$ cat src/rtl/core/firlt_pkg.sv
// Shared types, codes and constants of the loadable-tap FIR filter.
package firlt_pkg;

  localparam int SAMPLE_W = 16;
  localparam int COEF_W   = 18;
  localparam int GAIN_W   = 16;
  localparam int COUNT_W  = 8;
  localparam int INDEX_W  = 7;
  localparam int PROD_W   = SAMPLE_W + COEF_W;

  localparam logic [GAIN_W-1:0] GAIN_UNITY = 16'd32768;
  localparam int OUT_MAX = 32767;
  localparam int OUT_MIN = -32768;

  // Input item function codes; code 3 is ignored.
  typedef logic [1:0] func_t;
  localparam func_t FUNC_PUSH  = 2'd0;
  localparam func_t FUNC_COEF  = 2'd1;
  localparam func_t FUNC_CLEAR = 2'd2;

  // Configuration register indexes.
  typedef logic [0:0] cfg_idx_t;
  localparam cfg_idx_t CFG_TAP_COUNT  = 1'b0;
  localparam cfg_idx_t CFG_LEVEL_GAIN = 1'b1;

  typedef enum logic [2:0] {
    ST_INIT,
    ST_IDLE,
    ST_SCALE,
    ST_MAC,
    ST_DRAIN,
    ST_FINISH
  } state_t;

  typedef struct packed {
    logic sweep;   // zero one coefficient slot
    logic load;    // take the input transaction
    logic scale;   // scale sample, write delay line, arm MAC
    logic issue;   // issue one tap read
    logic finish;  // round, saturate, fill output register
  } cmd_t;

  typedef struct packed {
    logic sweep_last;
    logic issue_last;
    logic pipe_empty;
    logic out_free;
  } status_t;

endpackage

$ cat src/rtl/core/firlt_ctrl.sv
// Controller state machine of the loadable-tap FIR filter.
module firlt_ctrl (
  input  logic               clk,
  input  logic               rst,
  input  logic               in_valid,
  input  logic [1:0]         func,
  input  firlt_pkg::status_t status,
  output firlt_pkg::cmd_t    cmd,
  output logic               in_ready
);

  firlt_pkg::state_t state;
  firlt_pkg::state_t state_next;

  always_ff @(posedge clk) begin
    if (rst) begin
      state <= firlt_pkg::ST_INIT;
    end else begin
      state <= state_next;
    end
  end

  always_comb begin
    state_next = state;
    case (state)
      firlt_pkg::ST_INIT: begin
        if (status.sweep_last) state_next = firlt_pkg::ST_IDLE;
      end
      firlt_pkg::ST_IDLE: begin
        if (in_valid && (func == firlt_pkg::FUNC_PUSH)) state_next = firlt_pkg::ST_SCALE;
      end
      firlt_pkg::ST_SCALE: begin
        state_next = firlt_pkg::ST_MAC;
      end
      firlt_pkg::ST_MAC: begin
        if (status.issue_last) state_next = firlt_pkg::ST_DRAIN;
      end
      firlt_pkg::ST_DRAIN: begin
        if (status.pipe_empty) state_next = firlt_pkg::ST_FINISH;
      end
      firlt_pkg::ST_FINISH: begin
        if (status.out_free) state_next = firlt_pkg::ST_IDLE;
      end
      default: begin
        state_next = firlt_pkg::ST_INIT;
      end
    endcase
  end

  always_comb begin
    cmd      = '0;
    in_ready = 1'b0;
    case (state)
      firlt_pkg::ST_INIT: begin
        cmd.sweep = 1'b1;
      end
      firlt_pkg::ST_IDLE: begin
        in_ready = 1'b1;
        cmd.load = in_valid;
      end
      firlt_pkg::ST_SCALE: begin
        cmd.scale = 1'b1;
      end
      firlt_pkg::ST_MAC: begin
        cmd.issue = 1'b1;
      end
      firlt_pkg::ST_DRAIN: begin
        cmd = '0;
      end
      firlt_pkg::ST_FINISH: begin
        cmd.finish = status.out_free;
      end
      default: begin
        cmd = '0;
      end
    endcase
  end

  a_init_after_reset: assert property (@(posedge clk)
    rst |=> state == firlt_pkg::ST_INIT)
    else $error("controller left reset outside the sweep state");

  a_last_issue_drains: assert property (@(posedge clk) disable iff (rst)
    cmd.issue && status.issue_last |=> state == firlt_pkg::ST_DRAIN)
    else $error("last tap issued but pipeline not draining");

  a_finish_returns_idle: assert property (@(posedge clk) disable iff (rst)
    cmd.finish |=> state == firlt_pkg::ST_IDLE)
    else $error("result loaded but controller not back to idle");

endmodule

$ cat config.mk
export PLATFORM = sky130hd
export DESIGN_NAME = firlt_ctrl
export DESIGN_NICKNAME = d
export VERILOG_FILES = /design/src/rtl/core/firlt_pkg.sv /design/src/rtl/core/firlt_ctrl.sv
export SDC_FILE = /design/constraint.sdc
export NUM_CORES = 1
export LEC_CHECK = 0
export BUFFER_PORTS_ARGS = -buffer_cell sky130_fd_sc_hd__buf_4
export CAP_MARGIN = 20
export CORE_AREA = 5 5 42 44
export DETAILED_ROUTE_END_ITERATION = 16
export DIE_AREA = 0 0 47 49
export PLACE_DENSITY = 0.48
export SYNTH_ARGS = -nofsm -noshare
export SYNTH_HDL_FRONTEND = slang
export SYNTH_SLANG_ARGS = --single-unit
$ cat constraint.sdc
create_clock -name clk -period 1.23 [get_ports clk]
set_clock_uncertainty 0.05 [all_clocks]
set_input_delay 0.1845 -clock clk [delete_from_list [all_inputs] [get_ports clk]]
set_output_delay 0.1845 -clock clk [all_outputs]
set_load 0.03 [all_outputs]
==> results of run 1 <==
==> placed cells by master, fill, tap and decap left out, types with 2 or more instances in the layout <==
cell / synthesis / layout
nor2_1: 3 / 2
nor3b_2: 0 / 2
a21oi_1: 2 / 2
buf_6: 2 / 6
buf_4: 0 / 12
dfxtp_4: 0 / 2
clkbuf_4: 0 / 3
and3_1: 3 / 3
==> cell type report <==
type | count | area share
clock buffers | 4 | 0.0607
inverters | 1 | 0.00867
multi-input cells | 20 | 0.361
flip-flops and latches | 3 | 0.159
well taps | 16 | 0.0462
repair buffers | 18 | 0.364
==> critical path: stages, from the launching register on <==
cell and delay, ps:
dfxtp_4 360, buf_6 120, nor3_4 200, buf_6 160
==> metal layers <==
metal  track usage  wire (um)
met1        0.0749        254
met2        0.0973        340
met3        0.0221         53
met4        0.0691          0
met5             0          0
==> timing repair <==
item                                    in CTS  in global routing
setup buffers                                1                  0
gates resized for setup                     11                  2
cloned                                       0                  0
endpoints found under the setup margin       6                  6
pin swaps                                    2                  1
==> per-stage QoR <==
stage	area [sq um]	hold WS, ps
2_1_floorplan	238	213
3_3_place_gp	363	321
3_5_place_dp	363	318
4_1_cts	427	64.3
5_1_grt	433	66.0
6_report	433	68.4
==> how the worst max path moves through the flow <==
stage	from	end	slack (ps)	cells after the start
after global routing	state[2]	cmd[4]	-120	3
after detailed placement	state[0]	cmd[0]	50	3
after floorplan	state[1]	state[2]	20	4
after CTS	state[0]	cmd[4]	-70	3
after global placement	state[0]	cmd[0]	80	3
final	state[0]	cmd[4]	-80	3
==> kinds of logic after synthesis <==
family,synth area share
compound gates,0.119
flops,0.271
buf+inv,0.119
simple gates,0.492
==> report_power, final <==
part / total (W) / leakage [nW] / internal [W] / switching [W]
logic: 0.000103 / 0.159 / 0.0000580 / 0.0000454
registers: 0.000107 / 0.0263 / 0.0000999 / 0.00000711
clock network: 0.000175 / 0.0150 / 0.000122 / 0.0000535
==> Yosys cell counts (2+ instances only) <==
library cell  number  area share
nor2_1             3       0.051
buf_6              2        0.10
and3_1             3       0.085
dfxtp_1            3        0.27
a21oi_1            2       0.045
nor3b_1            2       0.068
==> run summary, run 1 <==
Result of the run: finished with violations
Violated checks: setup timing
Count of inserted antenna diode cells: 0
Maximum fanout along the worst path: 5
Flip-flop cell with the highest count after synthesis: dfxtp_1
TritonCTS clock tree: yes
Number of placed instances with taps included: 57
Via count of the first global-routing pass: 292
Reg clk slew, reported paths: 40 ps
Initial core utilization: 0.158
Number of fill cells in the layout: 163
Area delta synth->final: 95.5%
Setup slack after placement: 53.9 ps
Final sum of negative setup slack: -133 ps
Number of slew-limit violations in the final report: 0
Sequential fraction of the synthesis area: 0.271
Buffer depth of the longest clock path: 2
Number of top-level design ports: 15
Routed WL: 648 um
Setup violations, final: 4
Level count of the clock H-tree: 1
Unrepaired setup endpoints after global routing: true
Post-synthesis net count: 35
Length of the first detailed-routing pass in iterations: 2
Kind of critical path: reg -> out
Remaining max-slew budget at the tightest pin: 0.834
Total CTS buffers: 3
Total Power: 0.000386 W
Period Utilization, post-route: 1.06
Vias per std cell: 4.16
Clk Tree Root Cell: clkbuf_4
Cts-stage hold buffer count: 0
GRT Overall Usage: 0.0691
Cell leakage power: 0.200 nW
Area of combinational cells with multiple inputs: 156 sq um
Count of cells along the worst register-to-register path: 4
Core ar.: 0.00140 sq mm
GR Overflow Total: 0
Power per cell area: 891 mW/mm^2
Number of vias in the routed layout: 258
Data arrival at the endpoint of the critical path: 1070 ps
Routability cong.: 0.751
Final-report hold violation count: 0
Achievable Freq: 765 MHz
R2r endpoint: state[0]
Worst Path Required: 1000 ps
Yosys warning total: 0
Kind of capture point of the worst setup path: output port
Worst-case hold path end point: state[1]
DRC marker count from the first detailed-route iteration: 1
Worst Min Path Start: rst
Post-synth ARST share: 0
Number of flip-flops in the largest register: 3
Most flops, register: state
Top Registers: state x3
Net count, final: 56
Number of rows created at floorplan: 14
Distinct cell type count of the synthesized netlist: 17
DRC violations left: 0
Worst skew pair latency: 230 ps
Post-Syn Instances: 26
Post-synthesis instance area: 221 sq um
Final WS setup: -77.6 ps
Fin util: 0.309
Detailed placement HPWL: 493 um
Reg2reg start: state[0]
Avg Inst Size Synth: 8.52 sq um
Maximum number of pins on one net before global-route repair: 8
First-pass GRT wire length: 1140 um
Class of the tightest hold or removal check: in -> reg
Cell depth of the worst hold path: 2
Flops & latches, synth: 3
Final critical delay including setup and external delays: 1310 ps
Die Width: 47 um
Clock sink total: 3
Port Buffers: 14
Number of antenna violations at the first check in global routing: 0
Number of standard cells in the layout, taps in and fillers out: 62
Number of max-cap violations: 0
Fraction of layout cells with a size suffix above 1: 0.652
Worst reg2reg setup slack: 100 ps
Reg area: 68.8 sq um
Vert. Die Dim: 49 um
Detailed-route wire length per cell: 10.5 um
Worst vdd ir: 0.274 mV
Die area: 0.00230 sq mm
Slew at the pin closest to its max-slew limit: 247 ps
Critical path startpoint category: flip-flop
Number of nets still failing antenna checks after routing: 0
Count of flip-flops with a built-in enable after synthesis: 0
Power figures use the tool's default switching activity.
==> run 2, diff against run 1 <==
--- a/config.mk
+++ b/config.mk
@@ -10,7 +10,8 @@
 export CORE_AREA = 5 5 42 44
 export DETAILED_ROUTE_END_ITERATION = 16
 export DIE_AREA = 0 0 47 49
-export PLACE_DENSITY = 0.48
+export PLACE_DENSITY = 0.49
 export SYNTH_ARGS = -nofsm -noshare
 export SYNTH_HDL_FRONTEND = slang
 export SYNTH_SLANG_ARGS = --single-unit
+export TNS_END_PERCENT = 1
==> constraint.sdc (replaced) <==
create_clock -name clk -period 1.2 [get_ports clk]
set_clock_uncertainty 0.05 [all_clocks]
set_input_delay 0.18 -clock clk [delete_from_list [all_inputs] [get_ports clk]]
set_output_delay 0.18 -clock clk [all_outputs]
set_load 0.03 [all_outputs]
==> run 2 against run 1 <==
  * The run still ends with setup timing left
  * Count of clock-buffer cells in the layout unchanged
  * Core utilization decreased by 0.89 points
  * Design area decreased by 2.9%
  * Largest cell class is now multi-input combinational cells
==> run summary, run 2 (same netlist as run 1, synthesis figures left out) <==
Result of the run: finished with violations (unchanged)
Violated checks: setup timing (unchanged)
Placed standard-cell area: 337 sq um (was 363 sq um)
Sequential share of power: 0.280 (was 0.277)
Buffer depth of the longest clock path: 2 (unchanged)
Final WS setup: -67.8 ps (was -77.6 ps)
Final-report hold violation count: 0 (unchanged)
Cts-stage hold buffer count: 0 (unchanged)
GR Overflow Total: 0 (unchanged)
Most flops, register: state (unchanged)
Switch Pwr: 0.000112 W (was 0.000106 W)
Most common cell after layout, fill and taps aside: buf_4 (unchanged)
R2r endpoint: state[0] (unchanged)
Port Buffers: 14 (unchanged)
Count of inserted antenna diode cells: 0 (unchanged)
Power per cell area: 929 mW/mm^2 (was 891 mW/mm^2)
Number of rows created at floorplan: 14 (unchanged)
Vert. Die Dim: 49 um (unchanged)
Hold slack: 60.3 ps (was 68.4 ps)
Setup violations, final: 4 (unchanged)
Class of the tightest hold or removal check: in -> reg (unchanged)
GRT Overall Usage: 0.0718 (was 0.0691)
Number of max-cap violations: 0 (unchanged)
Timing startpoint of the critical path: state[2] (was state[0])
Initial core utilization: 0.158 (unchanged)
Vias per std cell: 4.35 (was 4.16)
Cell leakage power: 0.195 nW (was 0.200 nW)
Achievable Freq: 789 MHz
Worst Path Required: 970 ps (was 1000 ps)
Worst reg2reg setup slack: 50 ps (was 100 ps)
Fraction of layout cells with a size suffix above 1: 0.674 (was 0.652)
Worst-case hold path end point: state[1] (unchanged)
Remaining max-slew budget at the tightest pin: 0.850 (was 0.834)
Maximum fanout along the worst path: 6 (was 5)
Number of vias in the routed layout: 270 (was 258)
Reg clk slew, reported paths: 40 ps (about the same)
Count of cells along the worst register-to-register path: 4 (unchanged)
Number of antenna violations at the first check in global routing: 0 (unchanged)
TritonCTS clock tree: yes (unchanged)
Critical path startpoint category: flip-flop (unchanged)
Level count of the clock H-tree: 1 (unchanged)
Combinational share of power: 0.250 (was 0.268)
Data arrival at the endpoint of the critical path: 1040 ps (was 1070 ps)
Final critical delay including setup and external delays: 1270 ps
Clock sink total: 3 (unchanged)
Number of standard cells in the layout, taps in and fillers out: 62 (unchanged)
Number of flip-flops in the largest register: 3 (unchanged)
Kind of capture point of the worst setup path: output port (unchanged)
Worst vdd ir: 0.268 mV (was 0.274 mV)
Number of nets still failing antenna checks after routing: 0 (unchanged)
Die Width: 47 um (unchanged)
Clk Tree Root Cell: clkbuf_4 (unchanged)
First-pass GRT wire length: 1160 um (was 1140 um)
Design area: 420 sq um (was 433 sq um)
Core ar.: 0.00140 sq mm (unchanged)
Worst Min Path Start: rst (unchanged)
Number of slew-limit violations in the final report: 0 (unchanged)
Reg2reg start: state[0] (unchanged)
Number of top-level design ports: 15 (unchanged)
Period Utilization, post-route: 1.06
Setup slack after placement: -19.5 ps (was 53.9 ps)
Length of the first detailed-routing pass in iterations: 2 (unchanged)
Commonest cells after routing, fill and taps aside: buf_4 (12), clkbuf_4 (3), buf_6 (3), dfxtp_4 (3) (was buf_4 (12), buf_6 (6), and3_1 (3), clkbuf_4 (3))
Die area: 0.00230 sq mm (unchanged)
Unrepaired setup endpoints after global routing: true (unchanged)
Number of placed instances with taps included: 55 (was 57)
Worst skew pair latency: 240 ps (was 230 ps)
Cell depth of the worst hold path: 2 (unchanged)
Slew at the pin closest to its max-slew limit: 222 ps (was 247 ps)
Top Registers: state x3 (unchanged)
DRC violations left: 0 (unchanged)
Area delta synth->final: 89.8% (was 95.5%)
Switch share: 0.288 (was 0.275)
Total CTS buffers: 3 (unchanged)
Kind of critical path: reg -> out (unchanged)
Part of the total power dissipated in the clock network: 0.471 (was 0.455)
Maximum number of pins on one net before global-route repair: 10 (was 8)
Routability cong.: 0.729 (was 0.751)
P_int: 0.000278 W (was 0.000280 W)
Routed WL: 778 um (was 648 um)
Net count, final: 56 (unchanged)
DRC marker count from the first detailed-route iteration: 4 (was 1)
Detailed-route wire length per cell: 12.5 um (was 10.5 um)
Via count of the first global-routing pass: 307 (was 292)
==> run 2: layout make-up <==
| type | instances | area, sq um |
|---|---|---|
| Timing Repair Buffer | 18 | 139 |
| Clock buffer | 4 | 26.3 |
| Inverter | 1 | 3.75 |
| Tap cell | 16 | 20.0 |
| Sequential cell | 3 | 71.3 |
| Multi-Input combinational cell | 20 | 160 |
| Fill cell | 170 | 981 |
==> run 2: critical path, stage by stage, from the launching register on <==
cell and delay, ps:
dfxtp_4 360, nor2_4 130, and3_4 180, buf_6 120
==> run 2: power by group through the flow <==
stage          registers, W  clock network (W)   logic, W
6_report           0.000109           0.000184  0.0000975
5_1_grt            0.000111           0.000197   0.000104
4_1_cts            0.000110           0.000188  0.0000955
3_5_place_dp       0.000116                  0  0.0000820
3_3_place_gp       0.000115                  0  0.0000821
2_1_floorplan      0.000108                  0  0.0000537
==> run 2: worst max path at each step <==
stage                        end  cells past startpoint
after CTS                 cmd[3]                      3
final                     cmd[3]                      3
after global placement    cmd[3]                      3
after detailed placement  cmd[0]                      3
after floorplan           cmd[2]                      2
after global routing      cmd[3]                      3
==> run 2: what timing repair did <==
| action | 4_1_cts | 5_1_grt |
|---|---|---|
| pin swaps | 2 | 2 |
| buffers inserted | 2 | 1 |
| resized for setup | 14 | 2 |
| endpoints found under the setup margin | 6 | 8 |
==> run 2: metal layers <==
metal  global-route usage  part of all wire  up-vias
li1                     -                 -      134
met1               0.0811              0.40      127
met2                0.102              0.55        9
met3              0.00738             0.042        0
met4               0.0829                 0        0
met5                    0                 0        -
==> run 2: metrics by stage <==
stage                      util  setup TNS (ps)  power, W
after floorplan               -            -521  0.000161
after global placement    0.240               0  0.000197
after detailed placement  0.240           -19.5  0.000198
after CTS                 0.292            -191  0.000393
after global routing      0.300            -462  0.000412
final                     0.300            -164  0.000391
==> run 3, diff against run 2 <==
--- a/config.mk
+++ b/config.mk
@@ -5,12 +5,13 @@
 export SDC_FILE = /design/constraint.sdc
 export NUM_CORES = 1
 export LEC_CHECK = 0
+export ABC_AREA = 1
 export BUFFER_PORTS_ARGS = -buffer_cell sky130_fd_sc_hd__buf_4
 export CAP_MARGIN = 20
 export CORE_AREA = 5 5 42 44
 export DETAILED_ROUTE_END_ITERATION = 16
 export DIE_AREA = 0 0 47 49
-export PLACE_DENSITY = 0.49
+export PLACE_DENSITY = 0.54
 export SYNTH_ARGS = -nofsm -noshare
 export SYNTH_HDL_FRONTEND = slang
 export SYNTH_SLANG_ARGS = --single-unit
==> constraint.sdc (replaced) <==
create_clock -name clk -period 1.1 [get_ports clk]
set_clock_uncertainty 0.05 [all_clocks]
set_input_delay 0.165 -clock clk [delete_from_list [all_inputs] [get_ports clk]]
set_output_delay 0.165 -clock clk [all_outputs]
set_load 0.03 [all_outputs]
==> run 3 against run 2 <==
  * The run still ends with setup timing left
  * Count of clock-buffer cells in the layout unchanged
  * Synthesized cell count is 73% higher
  * Combinational power rose to 10 times the previous value
  * Highest routed layer unchanged
  * Critical endpoint is now cmd[0]
  * First-iteration DRC count shrank 50%
  * Die area is the same
  * Sequential power is 110% higher
  * Via count is 36% higher
  * Non-clock buffer count rose by 9
  * Register-to-register slack worse by 200 ps
  * Setup slack got worse by 140 ps
  * Area after synthesis is 27% higher
  * Global-route usage increased by 0.28 points
==> run summary, run 3 <==
Result of the run: finished with violations (unchanged)
Violated checks: setup timing (unchanged)
Number of fill cells in the layout: 153 (was 170)
Power per cell area: 2340 mW/mm^2 (was 929 mW/mm^2)
Worst Min Path Start: rst (unchanged)
Maximum number of pins on one net before global-route repair: 6 (was 10)
Most common cell in the netlist: nor2_1
Number of top-level design ports: 15 (unchanged)
Number of flip-flops in the largest register: 3 (unchanged)
Most flops, register: state (unchanged)
Length of the first detailed-routing pass in iterations: 3 (was 2)
Total CTS buffers: 3 (unchanged)
Net count, final: 84 (was 56)
Detailed-route wire length per cell: 7.74 um (was 12.5 um)
Number of slew-limit violations in the final report: 0 (unchanged)
Worst Path Required: 880 ps (was 970 ps)
Count of flip-flops with a built-in enable after synthesis: 0 (unchanged)
Portion of synthesized cell area occupied by the leading cell type: 0.213 (was 0.271)
Area delta synth->final: 113% (was 89.8%)
Data arrival at the endpoint of the critical path: 1090 ps (was 1040 ps)
Buffer depth of the longest clock path: 2 (unchanged)
Via count of the first global-routing pass: 349 (was 307)
Reg clk slew, reported paths: 40 ps (about the same)
Achievable Freq: 764 MHz
Part of the total power dissipated in the clock network: 0.136 (was 0.471)
Sequential fraction of the synthesis area: 0.213 (was 0.271)
Worst skew pair latency: 230 ps (was 240 ps)
Detailed placement HPWL: 608 um
Routability cong.: 0.729 (about the same)
Critical path startpoint category: flip-flop (unchanged)
Switch Pwr: 0.000618 W (was 0.000112 W)
Level count of the clock H-tree: 1 (unchanged)
Die area: 0.00230 sq mm (unchanged)
Cell leakage power: 0.300 nW (was 0.195 nW)
Kind of critical path: reg -> out (unchanged)
Flip-flop cell with the highest count after synthesis: dfxtp_1 (unchanged)
Number of standard cells in the layout, taps in and fillers out: 90 (was 62)
Top delay family on crit path: flip-flops (unchanged)
Maximum fanout along the worst path: 4 (was 6)
Period Utilization, post-route: 1.19
Post-synthesis instance area: 282 sq um (was 221 sq um)
TritonCTS clock tree: yes (unchanged)
Leading post-synthesis cells by cell area: dfxtp_1 (21%), nor2_1 (12%), nand2_1 (11%), buf_6 (8.0%), inv_1 (8.0%) (was dfxtp_1 (27%), buf_6 (10%), and3_1 (8.5%), nor3b_1 (6.8%), and4bb_1 (5.6%))
Yosys warning total: 0 (unchanged)
Final WS setup: -210 ps (was -67.8 ps)
Die Width: 47 um (unchanged)
Delay of the slowest cell on the worst path: 360 ps (about the same)
Synth cell count leaders: nor2_1 (9), nand2_1 (8), inv_1 (6) (was and3_1 (3), dfxtp_1 (3), nor2_1 (3))
Unrepaired setup endpoints after global routing: true (unchanged)
Most common cell after layout, fill and taps aside: buf_4 (unchanged)
Number of nets still failing antenna checks after routing: 0 (unchanged)
P_int: 0.000784 W (was 0.000278 W)
GRT Overall Usage: 0.0745 (was 0.0718)
Cts-stage hold buffer count: 0 (unchanged)
Class of the tightest hold or removal check: in -> reg (unchanged)
Remaining max-slew budget at the tightest pin: 0.878 (was 0.850)
Cell depth of the worst hold path: 4 (was 2)
Ordered list of cells on the worst path: inv_2 -> buf_4 -> nor3_2 -> buf_4 (was nor2_4 -> and3_4 -> buf_6)
Initial core utilization: 0.201 (was 0.158)
Design area: 599 sq um (was 420 sq um)
Setup violations, final: 9 (was 4)
Hold slack: 140 ps (was 60.3 ps)
Final sum of negative setup slack: -1430 ps (was -164 ps)
R2r endpoint: state[0] (unchanged)
Vert. Die Dim: 49 um (unchanged)
GR Overflow Total: 0 (unchanged)
Number of max-cap violations: 0 (unchanged)
Final-report hold violation count: 0 (unchanged)
First-pass GRT wire length: 1260 um (was 1160 um)
Total Power: 0.00140 W (was 0.000391 W)
Number of rows created at floorplan: 14 (unchanged)
Worst reg2reg setup slack: -150 ps (was 50 ps)
Commonest cells after routing, fill and taps aside: buf_4 (20), nor2_1 (8), nand2_1 (7), buf_6 (7), inv_1 (5) (was buf_4 (12), clkbuf_4 (3), buf_6 (3), dfxtp_4 (3))
Avg Inst Size Synth: 6.26 sq um (was 8.52 sq um)
Clock sink total: 3 (unchanged)
Count of inserted antenna diode cells: 0 (unchanged)
Kind of capture point of the worst setup path: output port (unchanged)
Top Registers: state x3 (unchanged)
Count of cells along the worst register-to-register path: 7 (was 4)
Crit path buf inv count: 3 (was 1)
Sequential share of power: 0.164 (was 0.280)
Distinct cell type count of the synthesized netlist: 17 (unchanged)
Clk Tree Root Cell: clkbuf_4 (unchanged)
Post-synthesis net count: 54 (was 35)
Worst vdd ir: 0.829 mV (was 0.268 mV)
Number of vias in the routed layout: 368 (was 270)
Worst-path cell with the longest stage delay: dfxtp_4 (unchanged)
Critical path's most frequent cell: buf_4
Post-Syn Instances: 45 (was 26)
Library cell with the largest summed area after synthesis: dfxtp_1 (unchanged)
Placed standard-cell area: 497 sq um (was 337 sq um)
Post-synth ARST share: 0 (unchanged)
Number of antenna violations at the first check in global routing: 0 (unchanged)
Port Buffers: 14 (unchanged)
Vias per std cell: 4.09 (was 4.35)
DRC marker count from the first detailed-route iteration: 2 (was 4)
Fraction of layout cells with a size suffix above 1: 0.662 (was 0.674)
Slew at the pin closest to its max-slew limit: 184 ps (was 222 ps)
Worst-case hold path end point: state[1] (unchanged)
Reg2reg start: state[1] (was state[0])
Core ar.: 0.00140 sq mm (unchanged)
DRC violations left: 0 (unchanged)
Switch share: 0.441 (was 0.288)
Routed WL: 697 um (was 778 um)
Flops & latches, synth: 3 (unchanged)
Combinational share of power: 0.700 (was 0.250)
Number of placed instances with taps included: 84 (was 55)
Final critical delay including setup and external delays: 1310 ps
-- run 3: cell count changes after synthesis, moves of 2 or more --
cell	change
nand2_2	+2
nor2_1	+6
nor3_1	+3
inv_1	+5
nor2_2	+3
and3_1	-3
nand2_1	+7
a21oi_1	-2
-- run 3: layer usage --
layer	up-vias	wire length (um)	track usage
met5	-	0	0
met4	0	0	0.0553
met3	0	31	0.0111
met2	7	386	0.118
met1	161	279	0.0853
li1	200	-	-
-- run 3: worst reg2reg max path: cells and delay by family, from the launching register on --
kind / cells / cell delay, ps
simple gates: 5 / 400
flops: 1 / 350
compound gates: 1 / 200
buf+inv: 1 / 140
-- run 3: stage by stage --
stage,setup WS (ps),utilization
6_report,-210,0.428
5_1_grt,-285,0.428
4_1_cts,-227,0.417
3_5_place_dp,-122,0.354
3_3_place_gp,-125,0.354
2_1_floorplan,-176,-
-- run 3: worst max-delay path by stage --
| stage | startpoint | to | depth (start not counted) |
|---|---|---|---|
| finish | state[2] | cmd[0] | 4 |
| global route | state[1] | state[1] | 8 |
| floorplan | state[2] | state[1] | 6 |
| detailed placement | state[1] | state[0] | 9 |
| global placement | state[1] | state[0] | 9 |
| CTS | state[2] | cmd[0] | 4 |
-- run 3: layout make-up --
type	instances	area [sq um]	share of cell area
Inverter	7	28.8	0.0480
Clock buffer	4	26.3	0.0438
Tap cell	16	20.0	0.0334
Multi-Input combinational cell	33	224	0.374
Timing Repair Buffer	27	229	0.382
Sequential cell	3	71.3	0.119
-- run 3: cells by family after synthesis --
logic type | Yosys count | synth area share
flops | 3 | 0.213
simple gates | 30 | 0.538
buf+inv | 9 | 0.173
compound gates | 3 | 0.0756
-- run 3: timing repair --
action	CTS	global route
resized for setup	18	2
pin swaps	3	2
buffers inserted	1	1
endpoints found under the setup margin	9	9
cloned	0	0
-- run 3: power by group through the flow --
stage / registers (W) / clock network [W] / logic (W)
after floorplan: 0.000170 / 0 / 0.000568
after global routing: 0.000240 / 0.000207 / 0.00109
after global placement: 0.000196 / 0 / 0.000838
after detailed placement: 0.000195 / 0 / 0.000843
final: 0.000230 / 0.000190 / 0.000982
after CTS: 0.000226 / 0.000202 / 0.000975
